### src/itf_pkg.sv
package itf_pkg;

   localparam int MAG_BITS   = 64;
   localparam int DIGITS     = 20;
   localparam int HEX_DIGITS = 16;
   localparam int MAX_TEXT   = 64;
   localparam int RESULT_CAP = 64;
   localparam int QDEPTH     = 2;
   localparam int QPTR_W     = 1;

   localparam logic [1:0] KIND_DEC   = 2'd0;
   localparam logic [1:0] KIND_LOWER = 2'd1;
   localparam logic [1:0] KIND_UPPER = 2'd2;

   localparam logic [1:0] SIGN_NONE  = 2'd0;
   localparam logic [1:0] SIGN_SPACE = 2'd1;
   localparam logic [1:0] SIGN_PLUS  = 2'd2;

   localparam logic [7:0] CH_ZERO  = 8'h30;
   localparam logic [7:0] CH_SPACE = 8'h20;
   localparam logic [7:0] CH_PLUS  = 8'h2b;
   localparam logic [7:0] CH_MINUS = 8'h2d;
   localparam logic [7:0] CH_LOW_X = 8'h78;
   localparam logic [7:0] CH_UP_X  = 8'h58;
   localparam logic [7:0] CH_LOW_A = 8'h61;
   localparam logic [7:0] CH_UP_A  = 8'h41;

   // Classified request, as it waits between the front and the back
   typedef struct packed {
      logic [MAG_BITS-1:0] mag;
      logic                hex;
      logic                upper;
      logic                sign_on;
      logic [7:0]          sign_char;
      logic                prefix_on;
      logic                zero_pad;
      logic [6:0]          width_cap;
      logic                limit_on;
      logic [5:0]          limit;
   } item_type;

   function automatic logic [7:0] digit_char(input logic [3:0] d, input logic upper);
      logic [7:0] base;
      base = upper ? CH_UP_A : CH_LOW_A;
      if (d < 4'd10)
         return CH_ZERO + {4'd0, d};
      else
         return base + {4'd0, d} - 8'd10;
   endfunction

endpackage

### src/itf_front.sv
module itf_front (
   input  logic [1:0]            req_kind,
   input  logic [63:0]           req_value,
   input  logic                  req_is_signed,
   input  logic                  req_alt_prefix,
   input  logic [1:0]            req_sign_mode,
   input  logic                  req_zero_pad,
   input  logic [6:0]            req_field_width,
   input  logic [6:0]            req_max_length,
   output itf_pkg::item_type     item
);

   logic negative;
   logic hex;

   always_comb begin
      hex      = (req_kind == itf_pkg::KIND_LOWER) || (req_kind == itf_pkg::KIND_UPPER);
      negative = req_is_signed && req_value[itf_pkg::MAG_BITS-1];

      item.mag       = negative ? (64'd0 - req_value) : req_value;
      item.hex       = hex;
      item.upper     = (req_kind == itf_pkg::KIND_UPPER);
      item.prefix_on = hex && req_alt_prefix;
      item.zero_pad  = req_zero_pad;

      if (negative) begin
         item.sign_on   = 1'b1;
         item.sign_char = itf_pkg::CH_MINUS;
      end else if (req_sign_mode == itf_pkg::SIGN_SPACE) begin
         item.sign_on   = 1'b1;
         item.sign_char = itf_pkg::CH_SPACE;
      end else if (req_sign_mode == itf_pkg::SIGN_PLUS) begin
         item.sign_on   = 1'b1;
         item.sign_char = itf_pkg::CH_PLUS;
      end else begin
         item.sign_on   = 1'b0;
         item.sign_char = itf_pkg::CH_SPACE;
      end

      // clamp width to the result cap; lengths at or above the limit mean no cut
      if (req_field_width > 7'(itf_pkg::RESULT_CAP))
         item.width_cap = 7'(itf_pkg::RESULT_CAP);
      else
         item.width_cap = req_field_width;
      item.limit_on = (req_max_length < 7'(itf_pkg::MAX_TEXT));
      item.limit    = req_max_length[5:0];
   end

endmodule

### src/itf_queue.sv
module itf_queue (
   input  logic                  clock,
   input  logic                  reset,
   input  logic                  push_valid,
   output logic                  push_stall,
   input  itf_pkg::item_type     push_item,
   output logic                  pop_valid,
   input  logic                  pop,
   output itf_pkg::item_type     pop_item
);

   itf_pkg::item_type         ent_ff [itf_pkg::QDEPTH];
   logic [itf_pkg::QPTR_W-1:0] wr_ff, wr_in;
   logic [itf_pkg::QPTR_W-1:0] rd_ff, rd_in;
   logic [itf_pkg::QPTR_W:0]   cnt_ff, cnt_in;
   logic                       do_push, do_pop;

   always_comb begin
      push_stall = (cnt_ff == (itf_pkg::QPTR_W + 1)'(itf_pkg::QDEPTH));
      pop_valid  = (cnt_ff != '0);
      pop_item   = ent_ff[rd_ff];
      do_push    = push_valid && !push_stall;
      do_pop     = pop && pop_valid;
      wr_in      = do_push ? wr_ff + 1'b1 : wr_ff;
      rd_in      = do_pop ? rd_ff + 1'b1 : rd_ff;
      cnt_in     = cnt_ff + {{itf_pkg::QPTR_W{1'b0}}, do_push}
                          - {{itf_pkg::QPTR_W{1'b0}}, do_pop};
   end

   always_ff @(posedge clock) begin
      if (do_push)
         ent_ff[wr_ff] <= push_item;
      if (reset) begin
         wr_ff  <= '0;
         rd_ff  <= '0;
         cnt_ff <= '0;
      end else begin
         wr_ff  <= wr_in;
         rd_ff  <= rd_in;
         cnt_ff <= cnt_in;
      end
   end

endmodule

### src/itf_back.sv
module itf_back (
   input  logic                  clock,
   input  logic                  reset,
   input  logic                  q_valid,
   output logic                  q_pop,
   input  itf_pkg::item_type     q_item,
   output logic                  rsp_valid,
   input  logic                  rsp_stall,
   output logic [7:0]            rsp_text_char,
   output logic                  rsp_last
);

   typedef enum logic [2:0] {
      IDLE,
      CONVERT,
      MEASURE,
      SIZE,
      EMIT
   } state_type;

   state_type                   state_ff, state_in;
   itf_pkg::item_type           cur_ff, cur_in;
   logic [itf_pkg::MAG_BITS-1:0] bin_ff, bin_in;
   logic [3:0]                  dig_ff [itf_pkg::DIGITS];
   logic [3:0]                  dig_in [itf_pkg::DIGITS];
   logic [5:0]                  bit_ff, bit_in;
   logic [4:0]                  ndig_ff, ndig_in;
   logic [4:0]                  len_ff, len_in;
   logic [6:0]                  pad_ff, pad_in;
   logic [6:0]                  total_ff, total_in;
   logic [6:0]                  k_ff, k_in;
   logic                        rsp_valid_ff, rsp_valid_in;
   logic [7:0]                  rsp_char_ff, rsp_char_in;
   logic                        rsp_last_ff, rsp_last_in;

   logic [3:0] adj [itf_pkg::DIGITS];
   logic       out_free;
   logic [4:0] nd;
   logic [4:0] actual;
   logic [6:0] pad;
   logic [6:0] diff;
   logic [4:0] j, j2, npre, p;
   logic [7:0] ch;
   logic       is_last;

   assign rsp_valid     = rsp_valid_ff;
   assign rsp_text_char = rsp_char_ff;
   assign rsp_last      = rsp_last_ff;

   always_comb begin
      // add-3 adjust of every BCD digit before the shift
      for (int i = 0; i < itf_pkg::DIGITS; i++)
         adj[i] = (dig_ff[i] >= 4'd5) ? dig_ff[i] + 4'd3 : dig_ff[i];

      nd = 5'd1;
      for (int i = 0; i < itf_pkg::DIGITS; i++)
         if (dig_ff[i] != 4'd0)
            nd = 5'(i + 1);

      actual = (cur_ff.limit_on && ({1'b0, len_ff} > cur_ff.limit))
               ? cur_ff.limit[4:0] : len_ff;
      pad    = (cur_ff.width_cap > {2'd0, actual}) ? cur_ff.width_cap - {2'd0, actual} : 7'd0;

      // character at position k of the output
      npre = cur_ff.prefix_on ? 5'd2 : 5'd0;
      diff = k_ff - pad_ff;
      j    = diff[4:0];
      j2   = j - {4'd0, cur_ff.sign_on};
      p    = ndig_ff - 5'd1 - j2 + npre;
      if (k_ff < pad_ff)
         ch = cur_ff.zero_pad ? itf_pkg::CH_ZERO : itf_pkg::CH_SPACE;
      else if (cur_ff.sign_on && (j == 5'd0))
         ch = cur_ff.sign_char;
      else if (j2 < npre)
         ch = (j2 == 5'd0) ? itf_pkg::CH_ZERO
                           : (cur_ff.upper ? itf_pkg::CH_UP_X : itf_pkg::CH_LOW_X);
      else
         ch = itf_pkg::digit_char(dig_ff[p], cur_ff.upper);
      is_last = ((k_ff + 7'd1) == total_ff);

      out_free = !rsp_valid_ff || !rsp_stall;

      state_in     = state_ff;
      cur_in       = cur_ff;
      bin_in       = bin_ff;
      dig_in       = dig_ff;
      bit_in       = bit_ff;
      ndig_in      = ndig_ff;
      len_in       = len_ff;
      pad_in       = pad_ff;
      total_in     = total_ff;
      k_in         = k_ff;
      rsp_valid_in = rsp_valid_ff && rsp_stall;
      rsp_char_in  = rsp_char_ff;
      rsp_last_in  = rsp_last_ff;
      q_pop        = 1'b0;

      case (state_ff)
         IDLE: begin
            if (q_valid) begin
               q_pop  = 1'b1;
               cur_in = q_item;
               bin_in = q_item.mag;
               bit_in = '0;
               for (int i = 0; i < itf_pkg::DIGITS; i++)
                  dig_in[i] = 4'd0;
               if (q_item.hex) begin
                  for (int i = 0; i < itf_pkg::HEX_DIGITS; i++)
                     dig_in[i] = q_item.mag[4*i +: 4];
                  state_in = MEASURE;
               end else begin
                  state_in = CONVERT;
               end
            end
         end
         CONVERT: begin
            dig_in[0] = {adj[0][2:0], bin_ff[itf_pkg::MAG_BITS-1]};
            for (int i = 1; i < itf_pkg::DIGITS; i++)
               dig_in[i] = {adj[i][2:0], adj[i-1][3]};
            bin_in = {bin_ff[itf_pkg::MAG_BITS-2:0], 1'b0};
            bit_in = bit_ff + 6'd1;
            if (bit_ff == 6'(itf_pkg::MAG_BITS - 1))
               state_in = MEASURE;
         end
         MEASURE: begin
            ndig_in  = nd;
            len_in   = nd + {4'd0, cur_ff.sign_on} + (cur_ff.prefix_on ? 5'd2 : 5'd0);
            state_in = SIZE;
         end
         SIZE: begin
            pad_in   = pad;
            total_in = pad + {2'd0, actual};
            k_in     = '0;
            state_in = ((pad + {2'd0, actual}) == 7'd0) ? IDLE : EMIT;
         end
         EMIT: begin
            // advance only when the output register is free
            if (out_free) begin
               rsp_valid_in = 1'b1;
               rsp_char_in  = ch;
               rsp_last_in  = is_last;
               k_in         = k_ff + 7'd1;
               if (is_last)
                  state_in = IDLE;
            end
         end
         default: begin
            state_in = IDLE;
         end
      endcase
   end

   always_ff @(posedge clock) begin
      cur_ff      <= cur_in;
      bin_ff      <= bin_in;
      dig_ff      <= dig_in;
      bit_ff      <= bit_in;
      ndig_ff     <= ndig_in;
      len_ff      <= len_in;
      pad_ff      <= pad_in;
      total_ff    <= total_in;
      k_ff        <= k_in;
      rsp_char_ff <= rsp_char_in;
      rsp_last_ff <= rsp_last_in;
      if (reset) begin
         state_ff     <= IDLE;
         rsp_valid_ff <= 1'b0;
      end else begin
         state_ff     <= state_in;
         rsp_valid_ff <= rsp_valid_in;
      end
   end

endmodule

### src/integer_to_text_formatter_top.sv
// Integer to text formatter. Each request converts a 64-bit integer to decimal or hex ASCII,
// with optional sign, 0x/0X prefix, a length cut and left padding, and returns the text one
// character per rsp transaction with rsp_last on the final one (an empty result gives none).
// A two-entry queue sits behind the input, so up to two requests are taken while one is being
// worked on. The back end handles one request at a time: it loads the request from the queue,
// then converts decimal with a shift-and-adjust BCD loop over the 64 value bits (hex skips it),
// then sizes the text in MEASURE and SIZE, then emits the characters while rsp_stall is low.
module integer_to_text_formatter_top (
   input  logic        clock,
   input  logic        reset,
   input  logic        req_valid,
   output logic        req_stall,
   input  logic [1:0]  req_kind,
   input  logic [63:0] req_value,
   input  logic        req_is_signed,
   input  logic        req_alt_prefix,
   input  logic [1:0]  req_sign_mode,
   input  logic        req_zero_pad,
   input  logic [6:0]  req_field_width,
   input  logic [6:0]  req_max_length,
   output logic        rsp_valid,
   input  logic        rsp_stall,
   output logic [7:0]  rsp_text_char,
   output logic        rsp_last
);

   itf_pkg::item_type front_item;
   itf_pkg::item_type q_item;
   logic              q_valid;
   logic              q_pop;

   itf_front u_front (
      .req_kind        (req_kind),
      .req_value       (req_value),
      .req_is_signed   (req_is_signed),
      .req_alt_prefix  (req_alt_prefix),
      .req_sign_mode   (req_sign_mode),
      .req_zero_pad    (req_zero_pad),
      .req_field_width (req_field_width),
      .req_max_length  (req_max_length),
      .item            (front_item)
   );

   itf_queue u_queue (
      .clock      (clock),
      .reset      (reset),
      .push_valid (req_valid),
      .push_stall (req_stall),
      .push_item  (front_item),
      .pop_valid  (q_valid),
      .pop        (q_pop),
      .pop_item   (q_item)
   );

   itf_back u_back (
      .clock         (clock),
      .reset         (reset),
      .q_valid       (q_valid),
      .q_pop         (q_pop),
      .q_item        (q_item),
      .rsp_valid     (rsp_valid),
      .rsp_stall     (rsp_stall),
      .rsp_text_char (rsp_text_char),
      .rsp_last      (rsp_last)
   );

endmodule

### config.mk
export PLATFORM = sky130hd
export DESIGN_NAME = integer_to_text_formatter_top
export DESIGN_NICKNAME = d
export VERILOG_FILES = /design/src/itf_pkg.sv /design/src/itf_front.sv /design/src/itf_queue.sv /design/src/itf_back.sv /design/src/integer_to_text_formatter_top.sv
export SDC_FILE = /design/constraint.sdc
export NUM_CORES = 1
export LEC_CHECK = 0
export BUFFER_PORTS_ARGS = -buffer_cell sky130_fd_sc_hd__buf_2
export CELL_PAD_IN_SITES_DETAIL_PLACEMENT = 1
export CELL_PAD_IN_SITES_GLOBAL_PLACEMENT = 1
export CORE_UTILIZATION = 42
export CTS_BUF_LIST = sky130_fd_sc_hd__clkbuf_8
export DETAILED_ROUTE_END_ITERATION = 6
export GPL_TIMING_DRIVEN = 0
export PLACE_DENSITY = 0.72
export REMOVE_ABC_BUFFERS = 1
export SYNTH_ARGS = -nofsm -noshare
export SYNTH_HDL_FRONTEND = slang
export SYNTH_HIERARCHICAL = 1
export SYNTH_SLANG_ARGS = --single-unit
### constraint.sdc
create_clock -name clock -period 9.4 [get_ports clock]
set_clock_uncertainty 0.15 [all_clocks]
set_input_delay 1.41 -clock clock [delete_from_list [all_inputs] [get_ports clock]]
set_output_delay 1.41 -clock clock [all_outputs]
set_load 0.005 [all_outputs]
# Word level (Yosys, flattened, before mapping)
# Memory sizes are Yosys's and may differ from the RTL's. A register that Yosys moved wholly into a read port is not among the register bits.
# Cells that the tools add are included.
classes:
  bitwise_logic: 1
  mul: 0
  muxes: 82
  addsub: 39
  n_shift: 0
  div: 0
  order_cmp: 28
  n_eq_ne: 15
  n_reduce_logical: 43
op_table:
  columns: ["operator", "count"]
  rows:
  - ["two-way mux 64 bit", 3]
  - ["one-hot mux 80 bit (2 select lines)", 1]
  - ["one-hot mux 64 bit (2 select lines)", 1]
  - ["two-way mux 4 bit", 29]
  - ["greater-or-equal comparator 4 x 3 -> 1 bit, second input constant", 20]
  - ["two-way mux 80 bit", 1]
  - ["adder 4 x 2 -> 4 bit, second input constant", 19]
  - ["nonzero test 4 bit", 19]
  - ["subtractor 1 x 64 -> 64 bit, first input constant", 1]
  - ["two-way mux 8 bit", 5]
  - ["two-way mux 5 bit", 7]
  - ["two-way mux 3 bit", 10]
  - ["two-way mux 9 bit", 3]
  - ["two-way mux 7 bit", 3]
  - ["binary-select mux 4 bit (select 5 bit)", 1]
  - ["two-way mux 6 bit", 3]
  - ["one-hot mux 3 bit (5 select lines)", 1]
  - ["one-hot mux 7 bit (2 select lines)", 1]
  - ["one-hot mux 6 bit (2 select lines)", 1]
  - ["adder 5 bit", 2]
  - ["zero test 5 bit", 2]
  - ["subtractor 5 bit", 2]
  - ["adder 8 x 4 -> 8 bit", 1]
  - ["two-way mux 1 bit", 8]
  - ["40 further kinds", 64]
totals:
  latchBits: 0
  inputBits: 89
  reg_bits: 224
  rom_bits: 0
  ram_bits: 182
  mem_count: 1
memory_table:
  columns: ["memory", "depth", "width", "rd", "rd_ports_with_merged_regs", "wr", "line", "rtl"]
  rows:
  - ["u_queue.ent_ff", 2, 91, 1, 1, 1, "itf_queue.sv:12", "itf_pkg::item_type ent_ff [itf_pkg::QDEPTH];"]

# Logic depth before layout (Yosys ltp)
# Gate-level depths: netlist of the first run.
logic_depth:
  word_depth: 22
  mapped_depth: 26
  ltp_nobuf: 24

# Modules after synthesis
# The synthesis of the first run kept the hierarchy.
modules_own_cells:
  columns: ["mod", "cells_per_inst", "area_each_um2", "n_inst", "seq_area_each_um2"]
  rows:
  - ["itf_back", 1120, 12995.0, 1, 6566.3]
  - ["itf_queue", 310, 6835.3, 1, 5565.3]
  - ["itf_front", 269, 1730.4, 1, 0.0]

# Worst setup path before layout of the first run
# No wires, ideal clock.
synth_timing:
  path_type: "reg-to-reg"
  startpoint: "register u_back.k_ff[0]"
  endpoint: "register u_back.rsp_char_ff[6], in the netlist u_back/rsp_text_char[6] (data pin)"
  path_slack_ps: 4133
  path_stages_with_launch: 18
  path_buffers: 2
  arrival_time_ps: 4840
  setup_ps: 277
  period_less_slack_ps: 5267
  cell_sequence: "edfxtp_1 inv_1 ha_1 inv_1 fa_1 inv_1 ha_1 fa_1 ha_1 buf_1 buf_1 mux4_2 mux4_2 a21oi_1 ha_1 nand3_1 a211oi_1 nor3_1"
synth_via:
  elab_chain_len: 14
  elab_cells_between_ends: 22
  cone_classes: "add/sub: 7; order compare: 3; mux: 8; bitwise: 1; reduce/logical: 3"
synth_rtl:
  columns: ["element", "line", "rtl"]
  rows:
  - ["start, declared", "itf_back.sv:31", "logic [6:0] k_ff, k_in;"]
  - ["start signal, assigned", "itf_back.sv:162", "k_ff <= k_in;"]
  - ["subtractor 5 bit", "itf_back.sv:66", "diff = k_ff - pad_ff;"]
  - ["subtractor 5 x 1 -> 5 bit", "itf_back.sv:68", "j2 = j - {4'd0, cur_ff.sign_on};"]
  - ["subtractor 5 bit", "itf_back.sv:69", "p = ndig_ff - 5'd1 - j2 + npre;"]
  - ["adder 5 bit", "itf_back.sv:69", null]
  - ["inverter 5 -> 6 bit (not written as such)", "itf_back.sv:78", "ch = itf_pkg::digit_char(dig_ff[p], cur_ff.upper);"]
  - ["binary-select mux 4 bit (select 5 bit)", "itf_back.sv:78", null]
  - ["two-way mux 4 bit (not written as such) (2 in a row)", "itf_back.sv:78", null]
  - ["adder 8 x 4 -> 8 bit", "itf_pkg.sv:48", "return base + {4'd0, d} - 8'd10;"]
  - ["subtractor 8 x 4 -> 8 bit", "itf_pkg.sv:48", null]
  - ["two-way mux 8 bit", "itf_pkg.sv:45", "if (d < 4'd10)"]
  - ["two-way mux 8 bit", "itf_back.sv:74", "else if (j2 < npre)"]
  - ["two-way mux 8 bit", "itf_back.sv:72", "else if (cur_ff.sign_on && (j == 5'd0))"]
  - ["two-way mux 8 bit *", "itf_back.sv:70", "if (k_ff < pad_ff)"]
  - ["end signal, assigned", "itf_back.sv:163", "rsp_char_ff <= rsp_char_in;"]
  - ["end, declared", "itf_back.sv:33", "logic [7:0] rsp_char_ff, rsp_char_in;"]
# Mark *: on every way between the ends. The rest lies on a longest branch, timed or not. The select of a mux whose other input is x is not followed.
# A chain may end at the register's enable or synchronous reset.

# Worst setup path after layout of the first run
layout_timing:
  startpoint: "register u_back.k_ff[0]"
  endpoint: "register u_back.rsp_char_ff[2], in the netlist u_back/rsp_text_char[2] (data pin)"
# The elaborated chain is that of the path after synthesis.

==> results of run 1 <==
[path summary, 6_finish.rpt]
| check | startpoint | to | slack (ps) | cells after the start |
|---|---|---|---|---|
| setup / recovery | u_back/k_ff[0]$_SDFFCE_PN0P_ | u_back/rsp_text_char[2]$_SDFFCE_PN0P_ | 3370 | 16 |
| hold / removal | u_queue/wr_ff$_SDFFE_PP0P_ | u_queue/wr_ff$_SDFFE_PP0P_ | 350 | 2 |
| setup reg to reg | u_back/k_ff[0]$_SDFFCE_PN0P_ | u_back/rsp_text_char[2]$_SDFFCE_PN0P_ | 3370 | 16 |
| hold reg to reg | u_queue/wr_ff$_SDFFE_PP0P_ | u_queue/wr_ff$_SDFFE_PP0P_ | 350 | 2 |
[synth_stat cells, types with 9 or more instances]
master | n | area, µm²
edfxtp_1 | 398 | 12000
mux2_2 | 157 | 1770
nor2_1 | 112 | 420
a21oi_1 | 106 | 531
inv_1 | 99 | 372
o21ai_0 | 85 | 425
ha_1 | 81 | 1010
nand3_1 | 81 | 405
xor2_1 | 75 | 657
xnor2_1 | 68 | 596
nand2_1 | 53 | 199
clkbuf_1 | 40 | 150
nor3_1 | 35 | 175
nand2b_1 | 28 | 175
mux4_2 | 24 | 541
nor3b_1 | 24 | 180
o31ai_1 | 21 | 158
a31oi_1 | 17 | 106
buf_4 | 16 | 120
nor4_1 | 16 | 100
nor2b_1 | 13 | 81.3
buf_6 | 11 | 124
and3_1 | 9 | 56.3
dfxtp_1 | 9 | 180
[area by class of cell]
| cell class | count | area [µm²] | share of cell area |
|---|---|---|---|
| flip-flops and latches | 407 | 12100 | 0.504 |
| multi-input cells | 1120 | 8690 | 0.361 |
| clock buffers | 77 | 1060 | 0.0440 |
| well taps | 672 | 841 | 0.0349 |
| repair buffers | 111 | 742 | 0.0308 |
| inverters | 101 | 382 | 0.0159 |
| clock inverters | 47 | 221 | 0.00920 |
[cell families (layout without fill, tap and decap cells)]
family	Yosys count	after routing
adders and majority gates	88	88
other	2	4
xor gates and xnor gates	143	143
muxes	188	188
AOI/OAI and AO/OA	280	280
buffers and inverters	174	336
and+or+nand+nor	417	417
DFF	407	407
[flip-flops by register name, indices dropped and copies added, names as in the netlist, 5 cells and up, named ones only]
name and cells:
u_back/len_ff 5, u_back/bin_ff 64, u_back/cur_ff 26, u_queue/ent_ff 182
u_back/dig_ff 80, u_back/ndig_ff 5, u_back/bit_ff 6, u_back/pad_ff 7
u_back/total_ff 7, u_back/k_ff 7, u_back/rsp_text_char 8
[metrics by stage]
stage / instance area (µm²) / hold slack, ps / total power [mW] / std cells / setup slack, ps
global placement: 22500 / 319 / 7.85 / 2399 / 2430
finish: 24100 / 348 / 9.39 / 2535 / 3370
CTS: 24100 / 353 / 9.51 / 2535 / 3350
floorplan: 21200 / 301 / 6.74 / 1628 / 4350
detailed placement: 22800 / 343 / 7.96 / 2411 / 3360
global route: 24100 / 381 / 10.1 / 2535 / 3030
[power breakdown]
group | switching (mW) | internal (mW)
sequential | 0.433 | 3.01
clock | 0.709 | 0.778
combinational | 2.57 | 1.89
[layer usage]
layer / track usage / vias up
met3: 0.0287 / 87
met1: 0.235 / 6834
met2: 0.325 / 240
li1: - / 6526
met5: 0 / -
met4: 0.0801 / 0
[placed cells by master, fill, tap and decap left out, types with 75 or more instances in the layout]
cell | Yosys | final
nor2_1 | 112 | 112
edfxtp_1 | 398 | 398
mux2_2 | 157 | 156
buf_2 | 1 | 99
o21ai_0 | 85 | 85
ha_1 | 81 | 81
a21oi_1 | 106 | 106
inv_1 | 99 | 123
clkbuf_8 | 0 | 77
nand3_1 | 81 | 81
xor2_1 | 75 | 75
[tightest hold or removal path, delay by kind of cell (launching register included)]
kind | cells | cell delay [ps]
compound gates | 2 | 130
flops | 1 | 320
==> metrics.txt, run 1 <==
Routed WL=48600 µm; sequential share of the synthesized area=0.563; htree depth=3; clk_lat worst skew=~640 ps; CP dominant cell by count=ha_1; wire per inst=~19 µm; simple-gate portion of the synthesized area=0.100; Post-Synth XOR/XNOR Area=0.0581; crit-path max cell delay=980 ps; status=finished clean; Synth Area in Compound Gates=0.0783; CP max FO=20; Post-CTS Hold Buffers=0; #FFs+latches synth=407; uppermost routed layer=met4; Hold Vio Cnt, Final=0; Metal-1 WL=21300 µm; Top-Level Pins=100; cell family with most CP delay=adder cells; synth warn=6; Area Growth Syn to Fin=11.6%; Final #Nets=1986; setup_tns=0 ps; CP max stage cell=ha_1; Critical Path RT=9690 ps; asr flop ratio synth=0; largest net degree at the start of global routing=91; chip height=~230 µm; root buffer cell=clkbuf_8; maxcap violations=0; Critical Path End Type=flip-flop; post-synthesis adder-cell area fraction=0.0523; initial antenna violation count=1; first-pass GRT wire length=between 70000 and 80000 µm; Die ar.=52200 µm²; CTS buffer count=71; Max Buffers Root-to-Sink=3; RSZ-0062 raised after global routing=no; vias=around 14000; Slew Limit Fails=0; Netlist Area Pre-Place=21600 µm²; vias in the first global route=14600; Leakage=8.72 nW; crit path kind=reg2reg; post-route ant nets=0; min Tclk post-route=6030 ps; clk slew on worst S/H paths=60 ps; Max-slew headroom=0.143; Netlist cell types=77; diodes inserted=0; Post-synth EDFFs=398; drt first pass iters=7; RD Place Congestion=slightly above 0.8; Mapped Cells=1699; Worst EP arrival=6320 ps; Detailed Place HPWL=34500 µm; row cnt=82; All-Layer GR Usage=0.189; layout cells sized above 1=0.223; CTS-repair resized insts=0; syn avg cell area=12.7 µm²; met2 routed WL=24300 µm; Primary FF master, synth=edfxtp_1; Sink Count=approximately 410; Filler cells=5288; CTS tree=done; VDD IR max=~0.00030 V; Iter 0 DRT Violations=about 630; vias per cell=5.40; largest family of logic cells by synthesized area=multiplexers; Fmax=166 MHz; Slew @ Worst Pin=between 1000 and 1500 ps; Startpoint Class=flip-flop; PortBufs=99; Met3 Wirelength=between 1500 and 2000 µm; PwrDens=390 nW/µm²; final core utilization=0.478; number of setup buffers added after CTS=0; post-synthesis mux area share=0.111; Hold Path Class=reg2reg; Remaining DRCs=0; Die X=229 µm; Overflow after GRT=0; Worst Path Buf+Inv=3; Core ar.=between 50000 and 60000 µm²; crit share post-route=0.642; Starting Density=0.428; CP cell instances=inv_1 > ha_1 > inv_1 > fa_1 > inv_1 > ha_1 > fa_1 > ha_1 > mux4_2 > mux4_2 > mux2i_1 > ha_1 > nand4bb_1 > o21ai_1 > nand3_1 > a21oi_1; Setup violations, final=0
No activity file was read; power rests on OpenSTA's default activity.
==> run 2, diff against run 1 <==
--- a/config.mk
+++ b/config.mk
@@ -5,6 +5,7 @@
 export SDC_FILE = /design/constraint.sdc
 export NUM_CORES = 1
 export LEC_CHECK = 0
+export ABC_AREA = 1
 export BUFFER_PORTS_ARGS = -buffer_cell sky130_fd_sc_hd__buf_2
 export CELL_PAD_IN_SITES_DETAIL_PLACEMENT = 1
 export CELL_PAD_IN_SITES_GLOBAL_PLACEMENT = 1
@@ -12,7 +13,7 @@
 export CTS_BUF_LIST = sky130_fd_sc_hd__clkbuf_8
 export DETAILED_ROUTE_END_ITERATION = 6
 export GPL_TIMING_DRIVEN = 0
-export PLACE_DENSITY = 0.72
+export PLACE_DENSITY = 0.74
 export REMOVE_ABC_BUFFERS = 1
 export SYNTH_ARGS = -nofsm -noshare
 export SYNTH_HDL_FRONTEND = slang
==> constraint.sdc (replaced) <==
create_clock -name clock -period 5.84 [get_ports clock]
set_clock_uncertainty 0.15 [all_clocks]
set_input_delay 0.876 -clock clock [delete_from_list [all_inputs] [get_ports clock]]
set_output_delay 0.876 -clock clock [all_outputs]
set_load 0.005 [all_outputs]
==> run 2 against run 1 <==
Wire length rose by 26%; sequential cell count did not move; critical path depth rose by 4; non-clock buffer count rose by 13; clock-buffer cell count fell by 1; fmax rose by 10%; clock power rose by 66%; worst setup slack got worse by 3000 ps; synthesized area rose by 6.8%; combinational power rose by 82%; critical path type unchanged; die area rose by 6.7%.
==> metrics.txt, run 2 <==
status=finished clean; Startpoint Class=flip-flop; synth warn=6 (unchanged); worst reg-to-reg setup slack=380 ps (-2990 ps); met1 usage=0.274 (+0.0387); chip height=236 µm (+3.3%); Primary FF master, synth=edfxtp_1; Area Growth Syn to Fin=11.5%; clk slew on worst S/H paths=60 ps (about the same); min Tclk post-route=5460 ps (-571 ps); drt first pass iters=5 (-2); Die X=236 µm (+3.3%); RSZ-0062 raised after global routing=no; Detailed Place HPWL=45400 µm (+32%); CTS tree=done; Setup Slack @ Placement=-314 ps (-3670 ps); All-Layer GR Usage=0.221 (+0.0328); Netlist cell types=65 (-16%); VDD IR max=0.000276 V (-8.7%); clk_lat worst skew=640 ps (about the same); reg2reg path depth=20 (+4); Top-Level Pins=100 (unchanged); Leakage=10.7 nW (+22%); biggest regs=u_queue/ent_ff: 182 flops, u_back/dig_ff: 80 flops, u_back/bin_ff: 64 flops; first-pass GRT wire length=97300 µm (+24%); Remaining DRCs=0 (unchanged); Synth area leader=edfxtp_1; met2 usage=0.381 (+0.0558); layout cells sized above 1=0.165 (-0.0576); Critical Path RT=6080 ps (-3610 ps); largest net degree at the start of global routing=66 (-27%); asr flop ratio synth=0 (unchanged); Largest register FFs=182 (unchanged); post-synthesis mux area share=0.0592 (-0.0520); Final #Nets=2633 (+33%); syn avg cell area=9.87 µm² (-22%); PortBufs=99 (unchanged); Max-slew headroom=0.163 (+0.0205); vias in the first global route=18100 (+24%); Max Buffers Root-to-Sink=3 (unchanged); maxcap violations=0 (unchanged); Critical Path End Type=flip-flop; GRT Max-Usage Layer=met2; RR Startpoint=u_back/k_ff[0]$_SDFFCE_PN0P_; vias per cell=5.27 (-2.5%); wire per inst=19.1 µm (-0.46%); Setup violations, final=0 (unchanged); Sink Count=407 (unchanged); crit path kind=reg2reg; r2r endpoint=u_back/rsp_text_char[6]$_SDFFCE_PN0P_; simple-gate portion of the synthesized area=0.179 (+0.0784); largest family of logic cells by synthesized area=simple AND/OR/NAND/NOR gates; Post-synth EDFFs=398 (unchanged); final core utilization=0.475 (-0.00249); root buffer cell=clkbuf_8; commonest non-fill, non-tap cell in the layout=nand2_1; Core ar.=54000 µm² (+7.2%); Mapped Cells=2334 (+37%); post-synthesis adder-cell area fraction=0.0475 (-0.00480); Hold Vio Cnt, Final=0 (unchanged); post-route ant nets=0 (unchanged); Placed Cells=3077 (+28%); vias=16900 (+24%); RD Place Congestion=0.863 (+5.0%); Post-Synth XOR/XNOR Area=0.0333 (-0.0248); Overflow after GRT=0 (unchanged); main area contributors after synthesis=edfxtp_1 (52%), nand2_1 (9.2%), mux2_4 (5.9%); Routed WL=61300 µm (+26%); Filler cells=6150 (+16%); Yosys top cell area share=0.519 (-0.0353); most frequent cells in the layout=nand2_1 (563), edfxtp_1 (398), inv_1 (264); Multi-input gate area=9410 µm² (+8.2%); Worst EP arrival=5700 ps (-620 ps); post-route insts no fill=3212 (+27%); top-count cell post-synth=nand2_1; row cnt=85 (+3.7%); critical path capture point=u_back/rsp_text_char[6]$_SDFFCE_PN0P_; PwrDens=620 nW/µm² (+59%); #FFs+latches synth=407 (unchanged); sequential share of the synthesized area=0.527 (-0.0359); smallest hold slack=291 ps (-56.8 ps); crit share post-route=0.935 (+0.293); Netlist Area Pre-Place=23000 µm² (+6.8%); met3 usage=0.0349 (+0.00618); Die ar.=55800 µm² (+6.7%); Slew @ Worst Pin=1260 ps (-12.8 ps); CTS buffer count=73 (+2.8%); Reg area=12100 µm² (unchanged); htree depth=3 (unchanged); Power Total=15.9 mW (+70%); CP startpoint=u_back/k_ff[0]$_SDFFCE_PN0P_; Post-synth top cells=nand2_1 (563), edfxtp_1 (398), inv_1 (254); Hold Path Class=in2reg; Slew Limit Fails=0 (unchanged); Synth Area in Compound Gates=0.0871 (+0.00875); Iter 0 DRT Violations=961 (+52%); Fmax=183 MHz (+10%); CP max FO=8 (-60%); final worst slack=381 ps (-2990 ps); initial antenna violation count=2 (+1); Starting Density=0.426 (-0.00176); Reg with most FFs=u_queue/ent_ff
==> run 2: metrics by stage <==
step	TNS, ps	instance area, µm²
2_1_floorplan	-2211130	22500
3_3_place_gp	-6432830	23800
3_5_place_dp	-1210	24300
4_1_cts	0	25600
5_1_grt	0	25700
6_report	0	25700
==> run 2: power by group <==
group / switching, mW / total [mW] / leakage, nW / internal [mW]
combinational: 5.31 / 8.12 / 6.07 / 2.81
sequential: 0.565 / 5.33 / 3.85 / 4.76
clock: 1.22 / 2.48 / 0.738 / 1.26
total: 7.09 / 15.9 / 10.7 / 8.84
==> run 2: layer usage <==
metal	wire length [µm]	share of wire
met3	2600	0.042
met2	30100	0.49
met4	2150	0.035
met1	26500	0.43
met5	0	0
==> run 2: what timing repair did <==
| action | 4_1_cts | 5_1_grt |
|---|---|---|
| setup endpoints to repair | 7 | 7 |
| setup buffers | 0 | 2 |
| hold endpoints to repair | 0 | 0 |
| gates cloned | 1 | 0 |
| pin swaps | 0 | 0 |
| resized for setup | 2 | 2 |
| hold buffers | 0 | 0 |
==> run 2: how the worst min path moves through the flow <==
stage	startpoint	endpoint	slack, ps	depth (start not counted)
2_1_floorplan	u_queue/rd_ff$_SDFFE_PP0P_	flip-flop	320	2
3_3_place_gp	u_back/rsp_valid$_SDFF_PP0_	u_back/rsp_valid$_SDFF_PP0_	320	2
3_5_place_dp	u_back/rsp_valid$_SDFF_PP0_	u_back/rsp_valid$_SDFF_PP0_	330	2
4_1_cts	req_max_length[5]	u_queue/ent_ff[0][5]$_DFFE_PP_	230	1
5_1_grt	req_max_length[4]	u_queue/ent_ff[0][4]$_DFFE_PP_	250	1
6_report	req_max_length[4]	u_queue/ent_ff[0][4]$_DFFE_PP_	290	1
==> run 2: worst max-delay path, cell delays in order, from the launching register on <==
cell and delay, ps:
edfxtp_1 510, inv_1 100, ha_1 130, inv_1 50, fa_1 480, inv_1 80
ha_1 360, fa_1 560, ha_4 150, inv_1 50, fa_1 660, inv_1 170
nor2_2 340, nand2_1 100, o311ai_0 150, nor2_1 80, a41oi_1 370, ha_1 280
nand3_1 90, a31oi_1 230, a21oi_1 90
==> run 2: area by class of cell <==
cell class,count,area share
sequential,407,0.473
multi-input combinational,1587,0.366
clock buffer,76,0.0407
inverter,265,0.0391
timing repair buffer,124,0.0365
tap,696,0.0339
clock inverter,53,0.0105
antenna,3,0.000292
timing repair inverter,1,0.000195
==> run 2: cells by family after synthesis <==
kind of cell    Yosys count
buf+inv                 342
flops                   407
fa+ha+maj                85
simple gates            975
xor+xnor                 85
compound gates          347
mux                      91
other cells               2
==> run 3, diff against run 2 <==
--- a/config.mk
+++ b/config.mk
@@ -5,15 +5,16 @@
 export SDC_FILE = /design/constraint.sdc
 export NUM_CORES = 1
 export LEC_CHECK = 0
-export ABC_AREA = 1
 export BUFFER_PORTS_ARGS = -buffer_cell sky130_fd_sc_hd__buf_2
 export CELL_PAD_IN_SITES_DETAIL_PLACEMENT = 1
 export CELL_PAD_IN_SITES_GLOBAL_PLACEMENT = 1
+export CORE_ASPECT_RATIO = 1.4
 export CORE_UTILIZATION = 42
 export CTS_BUF_LIST = sky130_fd_sc_hd__clkbuf_8
 export DETAILED_ROUTE_END_ITERATION = 6
 export GPL_TIMING_DRIVEN = 0
-export PLACE_DENSITY = 0.74
+export MAX_ROUTING_LAYER = met4
+export PLACE_DENSITY = 0.72
 export REMOVE_ABC_BUFFERS = 1
 export SYNTH_ARGS = -nofsm -noshare
 export SYNTH_HDL_FRONTEND = slang
==> run 3 against run 2 <==
The run now ends with design-rule violations left; fmax is 0.54% lower; final area is 6.3% lower; register-to-register slack worse by 30 ps; global-route usage is 2.7 points lower; cell count is 22% lower; via count is 19% lower; non-clock buffer count is 9 lower; critical path type unchanged.
==> metrics.txt, run 3 (synthesis results as in run 1) <==
status=complete, but fails checks; failing checks=design-rule violations; vias per cell=5.50 (+4.4%); Startpoint Class=flip-flop; clk_lat worst skew=630 ps (about the same); clk slew on worst S/H paths=60 ps (about the same); first-pass GRT wire length=78700 µm (-19%); crit-path max cell delay=590 ps (-70 ps); Hold Vio Cnt, Final=0 (unchanged); initial antenna violation count=2 (unchanged); Reg with most FFs=u_queue/ent_ff; commonest non-fill, non-tap cell in the layout=edfxtp_1; vias=13800 (-19%); Iter 0 DRT Violations=716 (-25%); Worst Path Buf+Inv=4 (-1); Routed WL=49100 µm (-20%); Worst EP arrival=5650 ps (-50 ps); Setup violations, final=0 (unchanged); met3 usage=0.0220 (-0.0129); final worst slack=351 ps (-29.9 ps); Setup Slack @ Placement=-156 ps (+158 ps); Core ar.=50400 µm² (-6.8%); cell family with most CP delay=adder cells; crit share post-route=0.940 (+0.00512); Remaining DRCs=4 (+4); Reg power frac=0.365 (+0.031); maxcap violations=0 (unchanged); VDD IR max=0.000512 V (+86%); wire per inst=19.6 µm (+2.8%); Comb pwr share=0.479 (-0.031); CP cell instances=inv_1 > ha_1 > inv_1 > fa_1 > inv_1 > ha_1 > fa_1 > ha_4 > inv_1 > fa_1 > xor2_2 > mux4_2 > mux2i_1 > a211oi_1 > a211oi_1 > nor3_1; Detailed Place HPWL=35600 µm (-22%); PwrDens=631 nW/µm² (+1.8%); Cell Int Power=9.21 mW (+4.2%); Leakage=8.67 nW (-19%); vias in the first global route=14700 (-19%); CP max stage cell=mux4_2; WHS Path Cells=1 (unchanged); min Tclk post-route=5490 ps (+29.9 ps); chip height=270 µm (+14%); root buffer cell=clkbuf_8; Sink Count=407 (unchanged); critical path depth in cells=16 (-20%); layout cells sized above 1=0.229 (+0.0641); largest net degree at the start of global routing=67 (+1.5%); Slew Limit Fails=0 (unchanged); RSZ-0062 raised after global routing=no; Critical Path RT=6010 ps (-70 ps); Die X=193 µm (-18%); htree depth=2 (-1); Overflow after GRT=0 (unchanged); CTS tree=done; Starting Density=0.428 (+0.00183); Largest register FFs=182 (unchanged); PortBufs=99 (unchanged); Die ar.=52300 µm² (-6.3%); Critical Path End Type=flip-flop; CP max FO=8 (unchanged); Multi-input gate area=8720 µm² (-7.2%); Clock power frac=0.155 (about the same); row cnt=97 (+14%); Top-Level Pins=100 (unchanged); RD Place Congestion=0.818 (-5.2%); met2 usage=0.357 (-0.0245); drt first pass iters=7 (+2); Final #Nets=1980 (-25%); Filler cells=5200 (-15%); Fmax=182 MHz (-0.54%); CTS buffer count=61 (-16%); Area Growth Syn to Fin=11.6%; All-Layer GR Usage=0.194 (-0.0272); CP dominant cell by count=inv_1; met1 usage=0.213 (-0.0611); NetSw=5.99 mW (-16%); biggest regs=u_queue/ent_ff: 182 flops, u_back/dig_ff: 80 flops, u_back/bin_ff: 64 flops; reg2reg path depth=16 (-20%); Hold Path Class=in2reg; crit path kind=reg2reg; Reg area=12100 µm² (unchanged); post-route ant nets=0 (unchanged); Sw Share=0.394 (-0.0514); GRT Max-Usage Layer=met2; Max Buffers Root-to-Sink=3 (unchanged); most frequent cells in the layout=edfxtp_1 (398), mux2_2 (156), nor2_1 (112); Slew @ Worst Pin=1220 ps (-35.9 ps); Max-slew headroom=0.187 (+0.0240); Post-CTS Hold Buffers=0 (unchanged); Power Total=15.2 mW (-4.6%)
[run 3: power by group through the flow]
stage               clock network (mW)  registers [mW]  logic (mW)
floorplan                            0            5.45        5.29
global placement                     0            5.63        6.55
detailed placement                   0            5.62        7.24
CTS                               2.44            5.57        7.29
global route                      2.53            5.68        8.09
finish                            2.36            5.55        7.28
[run 3: timing repair]
item,CTS,global route
gates resized for setup,1,7
hold endpoints to repair,0,0
setup endpoints to repair,4,12
pin swaps,0,1
setup buffers,0,0
[run 3: routing by layer]
| layer | share of wire | wire length (µm) |
|---|---|---|
| met1 | 0.39 | 19300 |
| met2 | 0.54 | 26600 |
| met3 | 0.029 | 1420 |
| met4 | 0.036 | 1780 |
| met5 | 0 | 0 |
[run 3: final timing paths]
path | startpoint | to | slack (ps)
worst max register to register | u_back/k_ff[0]$_SDFFCE_PN0P_ | u_back/rsp_text_char[6]$_SDFFCE_PN0P_ | 350
worst max-delay path | u_back/k_ff[0]$_SDFFCE_PN0P_ | u_back/rsp_text_char[6]$_SDFFCE_PN0P_ | 350
worst min register to register | u_back/rsp_valid$_SDFF_PP0_ | u_back/rsp_valid$_SDFF_PP0_ | 360
worst min-delay path | req_max_length[0] | u_queue/ent_ff[1][0]$_DFFE_PP_ | 300
[run 3: cell type report]
type	instances	area share
timing repair buffer	115	0.0328
clock buffer	63	0.0360
inverter	101	0.0159
antenna	2	0.000208
tap	643	0.0334
sequential	407	0.504
clock inverter	52	0.0151
multi-input combinational	1120	0.362
[run 3: stage by stage]
stage | hold WS (ps) | instances | area, µm² | setup TNS [ps] | util
floorplan | 301 | 1628 | 21200 | 0 | -
global placement | 318 | 2370 | 22500 | -176000 | 0.446
detailed placement | 351 | 2385 | 22800 | -341 | 0.452
CTS | 232 | 2500 | 24000 | 0 | 0.477
global route | 246 | 2503 | 24100 | 0 | 0.478
finish | 299 | 2503 | 24100 | 0 | 0.478
